[config.mk]
export PLATFORM = sky130hd
export DESIGN_NAME = http_chunked_body_decoder
export DESIGN_NICKNAME = d
export VERILOG_FILES = /design/src/rtl/core/chd_pkg.sv /design/src/rtl/core/chd_fsm.sv /design/src/rtl/core/http_chunked_body_decoder.sv
export SDC_FILE = /design/constraint.sdc
export NUM_CORES = 1
export LEC_CHECK = 0
export BUFFER_PORTS_ARGS = -buffer_cell sky130_fd_sc_hd__buf_2
export CAP_MARGIN = 25
export CORE_UTILIZATION = 60
export DETAILED_ROUTE_END_ITERATION = 10
export GPL_TIMING_DRIVEN = 0
export PLACE_DENSITY = 0.88
export SYNTH_ARGS = -nofsm -noshare
export SYNTH_HDL_FRONTEND = slang
export SYNTH_SLANG_ARGS = --single-unit
[constraint.sdc]
create_clock -name clk -period 5.6 [get_ports clk]
set_input_delay 0.28 -clock clk [delete_from_list [all_inputs] [get_ports clk]]
set_output_delay 0.28 -clock clk [all_outputs]
set_load 0.02 [all_outputs]
[src/rtl/core/chd_pkg.sv]
// Shared types and constants for the HTTP chunked body decoder.
// Holds the item structs, status codes and decoder phase encoding; no dependencies.
`timescale 1ns / 1ps

package chd_pkg;

  // Largest number of hex digits a chunk size line may ever carry.
  localparam int SIZE_DIGITS_MAX = 8;
  // Width of the chunk size accumulator and byte countdown.
  localparam int SIZE_W = 32;
  // Width of the size line digit counter and the digit limit register.
  localparam int DCNT_W = 4;
  // Reset value of the digit limit register.
  localparam logic [DCNT_W-1:0] DIGITS_RESET = DCNT_W'(5);

  // Line terminator characters.
  localparam logic [7:0] CH_CR = 8'h0D;
  localparam logic [7:0] CH_LF = 8'h0A;

  // Status codes reported with every result item.
  localparam logic [1:0] STATUS_RUN   = 2'd0;
  localparam logic [1:0] STATUS_DONE  = 2'd1;
  localparam logic [1:0] STATUS_ERROR = 2'd2;

  // Decoder phase.
  typedef enum logic [3:0] {
    PH_SIZE    = 4'd0,
    PH_SIZE_LF = 4'd1,
    PH_DATA    = 4'd2,
    PH_DATA_CR = 4'd3,
    PH_DATA_LF = 4'd4,
    PH_END_CR  = 4'd5,
    PH_END_LF  = 4'd6,
    PH_DONE    = 4'd7,
    PH_ERROR   = 4'd8
  } phase_t;

  // One raw input item.
  typedef struct packed {
    logic [7:0] in_byte;
    logic       start_req;
  } in_item_t;

  // One decoded result item.
  typedef struct packed {
    logic       payload_valid;
    logic [7:0] payload_byte;
    logic [1:0] status;
  } out_item_t;

endpackage

[src/rtl/core/chd_fsm.sv]
// Chunked body framing state machine: phase, size accumulator and byte countdown.
// Processes one item per enabled cycle; depends on chd_pkg.
`timescale 1ns / 1ps

module chd_fsm (
  input  logic                     clk,
  input  logic                     rst,
  input  logic                     fire,
  input  chd_pkg::in_item_t        item,
  input  logic [chd_pkg::DCNT_W-1:0] max_digits,
  output chd_pkg::out_item_t       result
);
  import chd_pkg::*;

  phase_t              phase, phase_next;
  logic [SIZE_W-1:0]   size_accum, size_accum_next;
  logic [DCNT_W-1:0]   digit_count, digit_count_next;
  logic [SIZE_W-1:0]   bytes_left, bytes_left_next;

  // State seen by this item: a start request clears it first.
  phase_t              cur_phase;
  logic [SIZE_W-1:0]   cur_accum;
  logic [DCNT_W-1:0]   cur_count;
  logic [SIZE_W-1:0]   cur_left;

  logic                hex_ok;
  logic [3:0]          hex_val;
  logic [DCNT_W-1:0]   digit_limit;
  logic [SIZE_W-1:0]   left_dec;

  // Hex digit decode of the incoming byte.
  always_comb begin
    hex_ok  = 1'b1;
    hex_val = 4'd0;
    if (item.in_byte >= 8'h30 && item.in_byte <= 8'h39) begin
      hex_val = 4'(item.in_byte - 8'h30);
    end else if (item.in_byte >= 8'h61 && item.in_byte <= 8'h66) begin
      hex_val = 4'(item.in_byte - 8'h57);
    end else if (item.in_byte >= 8'h41 && item.in_byte <= 8'h46) begin
      hex_val = 4'(item.in_byte - 8'h37);
    end else begin
      hex_ok = 1'b0;
    end
  end

  // Clamp the configured digit limit into the supported range.
  always_comb begin
    if (max_digits == '0) begin
      digit_limit = DCNT_W'(1);
    end else if (max_digits > DCNT_W'(SIZE_DIGITS_MAX)) begin
      digit_limit = DCNT_W'(SIZE_DIGITS_MAX);
    end else begin
      digit_limit = max_digits;
    end
  end

  // Select cleared or live state depending on the start flag.
  always_comb begin
    if (item.start_req) begin
      cur_phase = PH_SIZE;
      cur_accum = '0;
      cur_count = '0;
      cur_left  = '0;
    end else begin
      cur_phase = phase;
      cur_accum = size_accum;
      cur_count = digit_count;
      cur_left  = bytes_left;
    end
  end

  assign left_dec = cur_left - SIZE_W'(1);

  // Next state and result for the current item.
  always_comb begin
    phase_next       = cur_phase;
    size_accum_next  = cur_accum;
    digit_count_next = cur_count;
    bytes_left_next  = cur_left;
    result.payload_valid = 1'b0;
    result.payload_byte  = 8'd0;

    case (cur_phase)
      PH_SIZE: begin
        if (hex_ok) begin
          if (cur_count >= digit_limit) begin
            phase_next = PH_ERROR;
          end else begin
            size_accum_next  = (cur_accum << 4) | SIZE_W'(hex_val);
            digit_count_next = cur_count + DCNT_W'(1);
          end
        end else if (item.in_byte == CH_CR && cur_count != '0) begin
          phase_next = PH_SIZE_LF;
        end else begin
          phase_next = PH_ERROR;
        end
      end
      PH_SIZE_LF: begin
        if (item.in_byte != CH_LF) begin
          phase_next = PH_ERROR;
        end else if (cur_accum == '0) begin
          phase_next = PH_END_CR;
        end else begin
          bytes_left_next = cur_accum;
          phase_next      = PH_DATA;
        end
      end
      PH_DATA: begin
        result.payload_valid = 1'b1;
        result.payload_byte  = item.in_byte;
        bytes_left_next      = left_dec;
        if (left_dec == '0) begin
          phase_next = PH_DATA_CR;
        end
      end
      PH_DATA_CR: begin
        phase_next = (item.in_byte == CH_CR) ? PH_DATA_LF : PH_ERROR;
      end
      PH_DATA_LF: begin
        if (item.in_byte == CH_LF) begin
          phase_next       = PH_SIZE;
          size_accum_next  = '0;
          digit_count_next = '0;
        end else begin
          phase_next = PH_ERROR;
        end
      end
      PH_END_CR: begin
        phase_next = (item.in_byte == CH_CR) ? PH_END_LF : PH_ERROR;
      end
      PH_END_LF: begin
        phase_next = (item.in_byte == CH_LF) ? PH_DONE : PH_ERROR;
      end
      PH_DONE: begin
        phase_next = PH_DONE;
      end
      default: begin
        phase_next = PH_ERROR;
      end
    endcase

    if (phase_next == PH_DONE) begin
      result.status = STATUS_DONE;
    end else if (phase_next == PH_ERROR) begin
      result.status = STATUS_ERROR;
    end else begin
      result.status = STATUS_RUN;
    end
  end

  // State registers advance once per processed item.
  always_ff @(posedge clk) begin
    if (rst) begin
      phase       <= PH_SIZE;
      size_accum  <= '0;
      digit_count <= '0;
      bytes_left  <= '0;
    end else if (fire) begin
      phase       <= phase_next;
      size_accum  <= size_accum_next;
      digit_count <= digit_count_next;
      bytes_left  <= bytes_left_next;
    end
  end

endmodule

[src/rtl/core/http_chunked_body_decoder.sv]
// Top level of the HTTP chunked body decoder: input register, framing FSM, result register.
// Depends on chd_pkg and chd_fsm.
`timescale 1ns / 1ps

// Decodes a chunked HTTP/1.1 body one byte per item and returns exactly one result
// item for each input item: the payload byte when the input byte is chunk data, and
// a status of in progress, body complete or framing error. Complete and error are
// sticky until an item with start_req set, which restarts decoding at that byte.
// The block sustains one item per clock cycle while out_stall is low. A result item
// passes through the input and result registers, waiting in the input register
// while the result register is stalled. The rate is set by the per-item update of
// the FSM phase, size and countdown registers. The digit limit register (cfg_wdata,
// reset 5, clamped to 1..8) should be written only while no items are in flight.
module http_chunked_body_decoder (
  input  logic                          clk,
  input  logic                          rst,
  input  logic                          cfg_we,
  input  logic [chd_pkg::DCNT_W-1:0]    cfg_wdata,
  input  logic                          in_valid,
  output logic                          in_stall,
  input  chd_pkg::in_item_t             in_data,
  output logic                          out_valid,
  input  logic                          out_stall,
  output chd_pkg::out_item_t            out_data
);
  import chd_pkg::*;

  logic [DCNT_W-1:0] max_digits;
  logic              s1_valid;
  in_item_t          s1_item;
  out_item_t         fsm_result;
  logic              advance;
  logic              in_take;

  // The held item moves on when the result register is free or draining.
  assign advance  = s1_valid && (!out_valid || !out_stall);
  assign in_stall = s1_valid && !advance;
  assign in_take  = in_valid && !in_stall;

  // Digit limit register.
  always_ff @(posedge clk) begin
    if (rst) begin
      max_digits <= DIGITS_RESET;
    end else if (cfg_we) begin
      max_digits <= cfg_wdata;
    end
  end

  // Input register.
  always_ff @(posedge clk) begin
    if (rst) begin
      s1_valid <= 1'b0;
    end else if (in_take) begin
      s1_valid <= 1'b1;
    end else if (advance) begin
      s1_valid <= 1'b0;
    end
  end

  always_ff @(posedge clk) begin
    if (in_take) begin
      s1_item <= in_data;
    end
  end

  chd_fsm u_fsm (
    .clk        (clk),
    .rst        (rst),
    .fire       (advance),
    .item       (s1_item),
    .max_digits (max_digits),
    .result     (fsm_result)
  );

  // Result register.
  always_ff @(posedge clk) begin
    if (rst) begin
      out_valid <= 1'b0;
    end else if (advance) begin
      out_valid <= 1'b1;
    end else if (!out_stall) begin
      out_valid <= 1'b0;
    end
  end

  always_ff @(posedge clk) begin
    if (advance) begin
      out_data <= fsm_result;
    end
  end

endmodule

==> results.yml <==
run_status:
  status: "completed"
clocking:
  clock-sinks: 98
  h-tree-depth: 3
  cts_max_path_buffers: 2
  post_cts_buffers: 0
  hold_buffers: 0
  cts_root_buf: "clkbuf_8"
  cts_buffers: 9
  clk_pin_slew_ns: 0.11
  worstSkewPairLatency_ns: 0.39
  cts_tree: "done"
  cts_resized: 0
layout:
  layout_commonest_cell: "nand2_1"
  layout-drive-gt1-share: 0.07746
  fin_nets: 890
  area_delta_synth_final_pct: 8.623
  layout.cells.non_filler: 998
  diodes: 0
  layout_common_cells: "nand2_1, nor2_1, dfxtp_1, clkbuf_1, a21oi_1"
  nFillCells: 851
  design_area_mm2: 0.006730
flow_run:
  cap_violations: 0
place:
  place_area_mm2: 0.006507
  io_buffers: 29
  dpl.hpwl_um: 15100
  routabilityCongestion: 0.9717
  dp.cells: 981
  post-place-ws_ns: 1.160
yosys:
  synth.distinct_cells: 72
  synth_flop_cell: "dfxtp_1"
  ys_async_sr_fraction: 0
  avgSynthCellArea_um2: 7.565
  yosysWarningCount: 0
  synth_seq_area_share: 0.3489
  synth_fp_nets: 849
  synth_edf_count: 20
  syn_inst: 819
  synthesis.area_mm2: 0.006196
  ys_ff_latch: 98
timing:
  hold_viol: 0
  setup_violations: 0
  rsz0062_at_grt: "no"
  slew_headroom: 0.4153
  setup_ws_ns: 0.9238
  period_needed_ns: 4.676
  slew_viol_final: 0
  fin_crit_sh: 0.8350
  skew_ns: 0.01518
  finalSetupTns_ns: 0
  fmax_ghz: 0.2138
  worst_slew_pin_slew_ns: 0.8698
die:
  rows: 36
  coreArea_mm2: 0.009910
  pin_count: 31
  die_w_um: 103.6
  dieArea_mm2: 0.01074
  die_h_um: 103.6
  initial_core_util: 0.6253
power_and_ir_drop:
  clkPwrFrac: 0.303
  p_leak_nw: 2.544
  ir_drop_uv: 134.8
  total_power_mw: 1.634
  switching_share: 0.3353
  intPower_mw: 1.086
  switchingPower_mw: 0.5478
  comb_power_share: 0.221
  power_density_mw_per_mm2: 242.8
  sequentialPowerShare: 0.476
worst_setup_path:
  timing.rr.end: "u_fsm.bytes_left[20]"
  timing.rr.start: "s1_item[0]"
  crit_path_end_kind: "flop"
  r2r_setup_slack_ns: 0.92
  path_max_fanout: 10
  crit_type: "reg2reg"
  cp-start-kind: "flop"
  required_ns: 5.91
  r2r_cells: 13
  worstPathArrival_ns: 4.99
global_route:
  grt_pass1_vias: 6338
  grt.overflow.total: 0
  grt_use_total: 0.3955
  antenna_found_initial: 0
  grt_pass1_wl_um: 33330
  grt_max_degree: 21
worst_hold_path:
  worstHoldPathType: "in2reg"
  hold_end: "s1_item[4]"
  hp-start: "in_data[4]"
  holdPathStages: 1
detailed_routing:
  drt.antenna.violating_nets: 0
  wl_met3_um: 2664
  drtPass1Iterations: 9
  drc_errors: 0
  drt-met1-wl_um: 8144
  vias: 6756
  routed.top_layer: "met4"
  routed_via_density: 6.770
  wl_met2_um: 9086
  wl_um: 21020
  wl_per_cell_um: 21.06
  drt_iter0_drc: 896
[sequential cells by signal, indices dropped and copies added (netlist names)]
register and count:
out_data 11, u_fsm.size_accum 32, max_digits 4, u_fsm.phase 4, s1_valid 1, out_valid 1
s1_item 9, u_fsm.digit_count 4, u_fsm.bytes_left 32
[per-stage QoR]
stage / util / hold WS (ns)
6_report: 0.6792 / 0.06334
5_1_grt: 0.6792 / 0.05018
4_1_cts: 0.6777 / 0.05934
3_5_place_dp: 0.6567 / 0.4586
3_3_place_gp: 0.6567 / 0.4556
2_1_floorplan: - / 0.3789
[how the worst max path moves through the flow]
stage                                end       start
floorplan           u_fsm.size_accum[10]  s1_item[0]
global placement          u_fsm.phase[0]  s1_item[0]
detailed placement  u_fsm.bytes_left[20]  s1_item[0]
CTS                 u_fsm.size_accum[21]  s1_item[0]
global route        u_fsm.bytes_left[20]  s1_item[0]
finish              u_fsm.bytes_left[20]  s1_item[0]
[power groups by stage]
stage	clock [mW]	combinational, mW	sequential (mW)
final	0.496	0.361	0.777
after global routing	0.524	0.391	0.780
after CTS	0.494	0.348	0.775
after detailed placement	0	0.346	0.791
after global placement	0	0.339	0.790
after floorplan	0	0.248	0.787
[kinds of logic after synthesis]
kind of cell,count (synthesis),synth area share
AOI/OAI and AO/OA,200,0.2250
xor gates and xnor gates,26,0.03675
adders and majority gates,12,0.02423
buffers and inverters,85,0.05392
DFF,98,0.3490
muxes,6,0.01010
and+or+nand+nor,392,0.3011
[per-layer routing]
metal / track usage / vias up
met5: 0 / -
met4: 0.2246 / 0
met3: 0.1045 / 109
met2: 0.5829 / 466
met1: 0.5229 / 3119
li1: - / 3062
[critical path, stage by stage, from the launching register on]
cell	delay, ns
edfxtp_1	0.34
clkbuf_1	0.47
inv_1	0.29
clkbuf_1	0.39
buf_2	0.35
nand2_1	0.16
ha_1	0.27
nor3b_1	0.66
a41oi_1	0.28
nor4_1	0.57
mux2_2	0.40
a21oi_1	0.14
nor3_1	0.07
nor3_1	0.20
[layout make-up]
type / count / area, um^2 / area share
Tap cell: 133 / 166.4 / 0.02473
Inverter: 14 / 52.55 / 0.007808
Buffer: 71 / 281.5 / 0.04183
Multi-Input combinational cell: 636 / 3700 / 0.5497
Timing Repair Buffer: 30 / 160.2 / 0.02380
Clock buffer: 9 / 123.9 / 0.01840
Clock inverter: 7 / 83.83 / 0.01246
Sequential cell: 98 / 2162 / 0.3212
[cells in the mapped netlist, types with 3 or more instances]
| cell type | count | share of area |
|---|---|---|
| a211oi_1 | 5 | 0.0061 |
| a21o_1 | 7 | 0.0085 |
| a21oi_1 | 45 | 0.036 |
| a22o_1 | 4 | 0.0057 |
| a22oi_1 | 33 | 0.040 |
| a311oi_1 | 5 | 0.0071 |
| a31oi_1 | 8 | 0.0081 |
| and2_1 | 8 | 0.0081 |
| and3_1 | 4 | 0.0040 |
| and4_1 | 3 | 0.0042 |
| buf_2 | 5 | 0.0040 |
| clkbuf_1 | 63 | 0.038 |
| dfxtp_1 | 78 | 0.25 |
| edfxtp_1 | 20 | 0.097 |
| ha_1 | 12 | 0.024 |
| inv_1 | 12 | 0.0073 |
| mux2i_1 | 4 | 0.0065 |
| nand2_1 | 124 | 0.075 |
| nand2b_1 | 5 | 0.0050 |
| nand3_1 | 35 | 0.028 |
| nand4_1 | 13 | 0.013 |
| nor2_1 | 106 | 0.064 |
| nor2b_1 | 6 | 0.0061 |
| nor3_1 | 31 | 0.025 |
| nor3b_1 | 3 | 0.0036 |
| nor4_1 | 27 | 0.027 |
| nor4b_1 | 3 | 0.0042 |
| o211ai_1 | 3 | 0.0036 |
| o21ai_0 | 25 | 0.020 |
| o22ai_1 | 6 | 0.0061 |
| o2bb2ai_1 | 24 | 0.034 |
| o31ai_1 | 8 | 0.0097 |
| or3_1 | 7 | 0.0071 |
| or4_1 | 6 | 0.0073 |
| xnor2_1 | 15 | 0.021 |
| xor2_1 | 11 | 0.016 |
No activity file was read; power rests on OpenSTA's default activity.
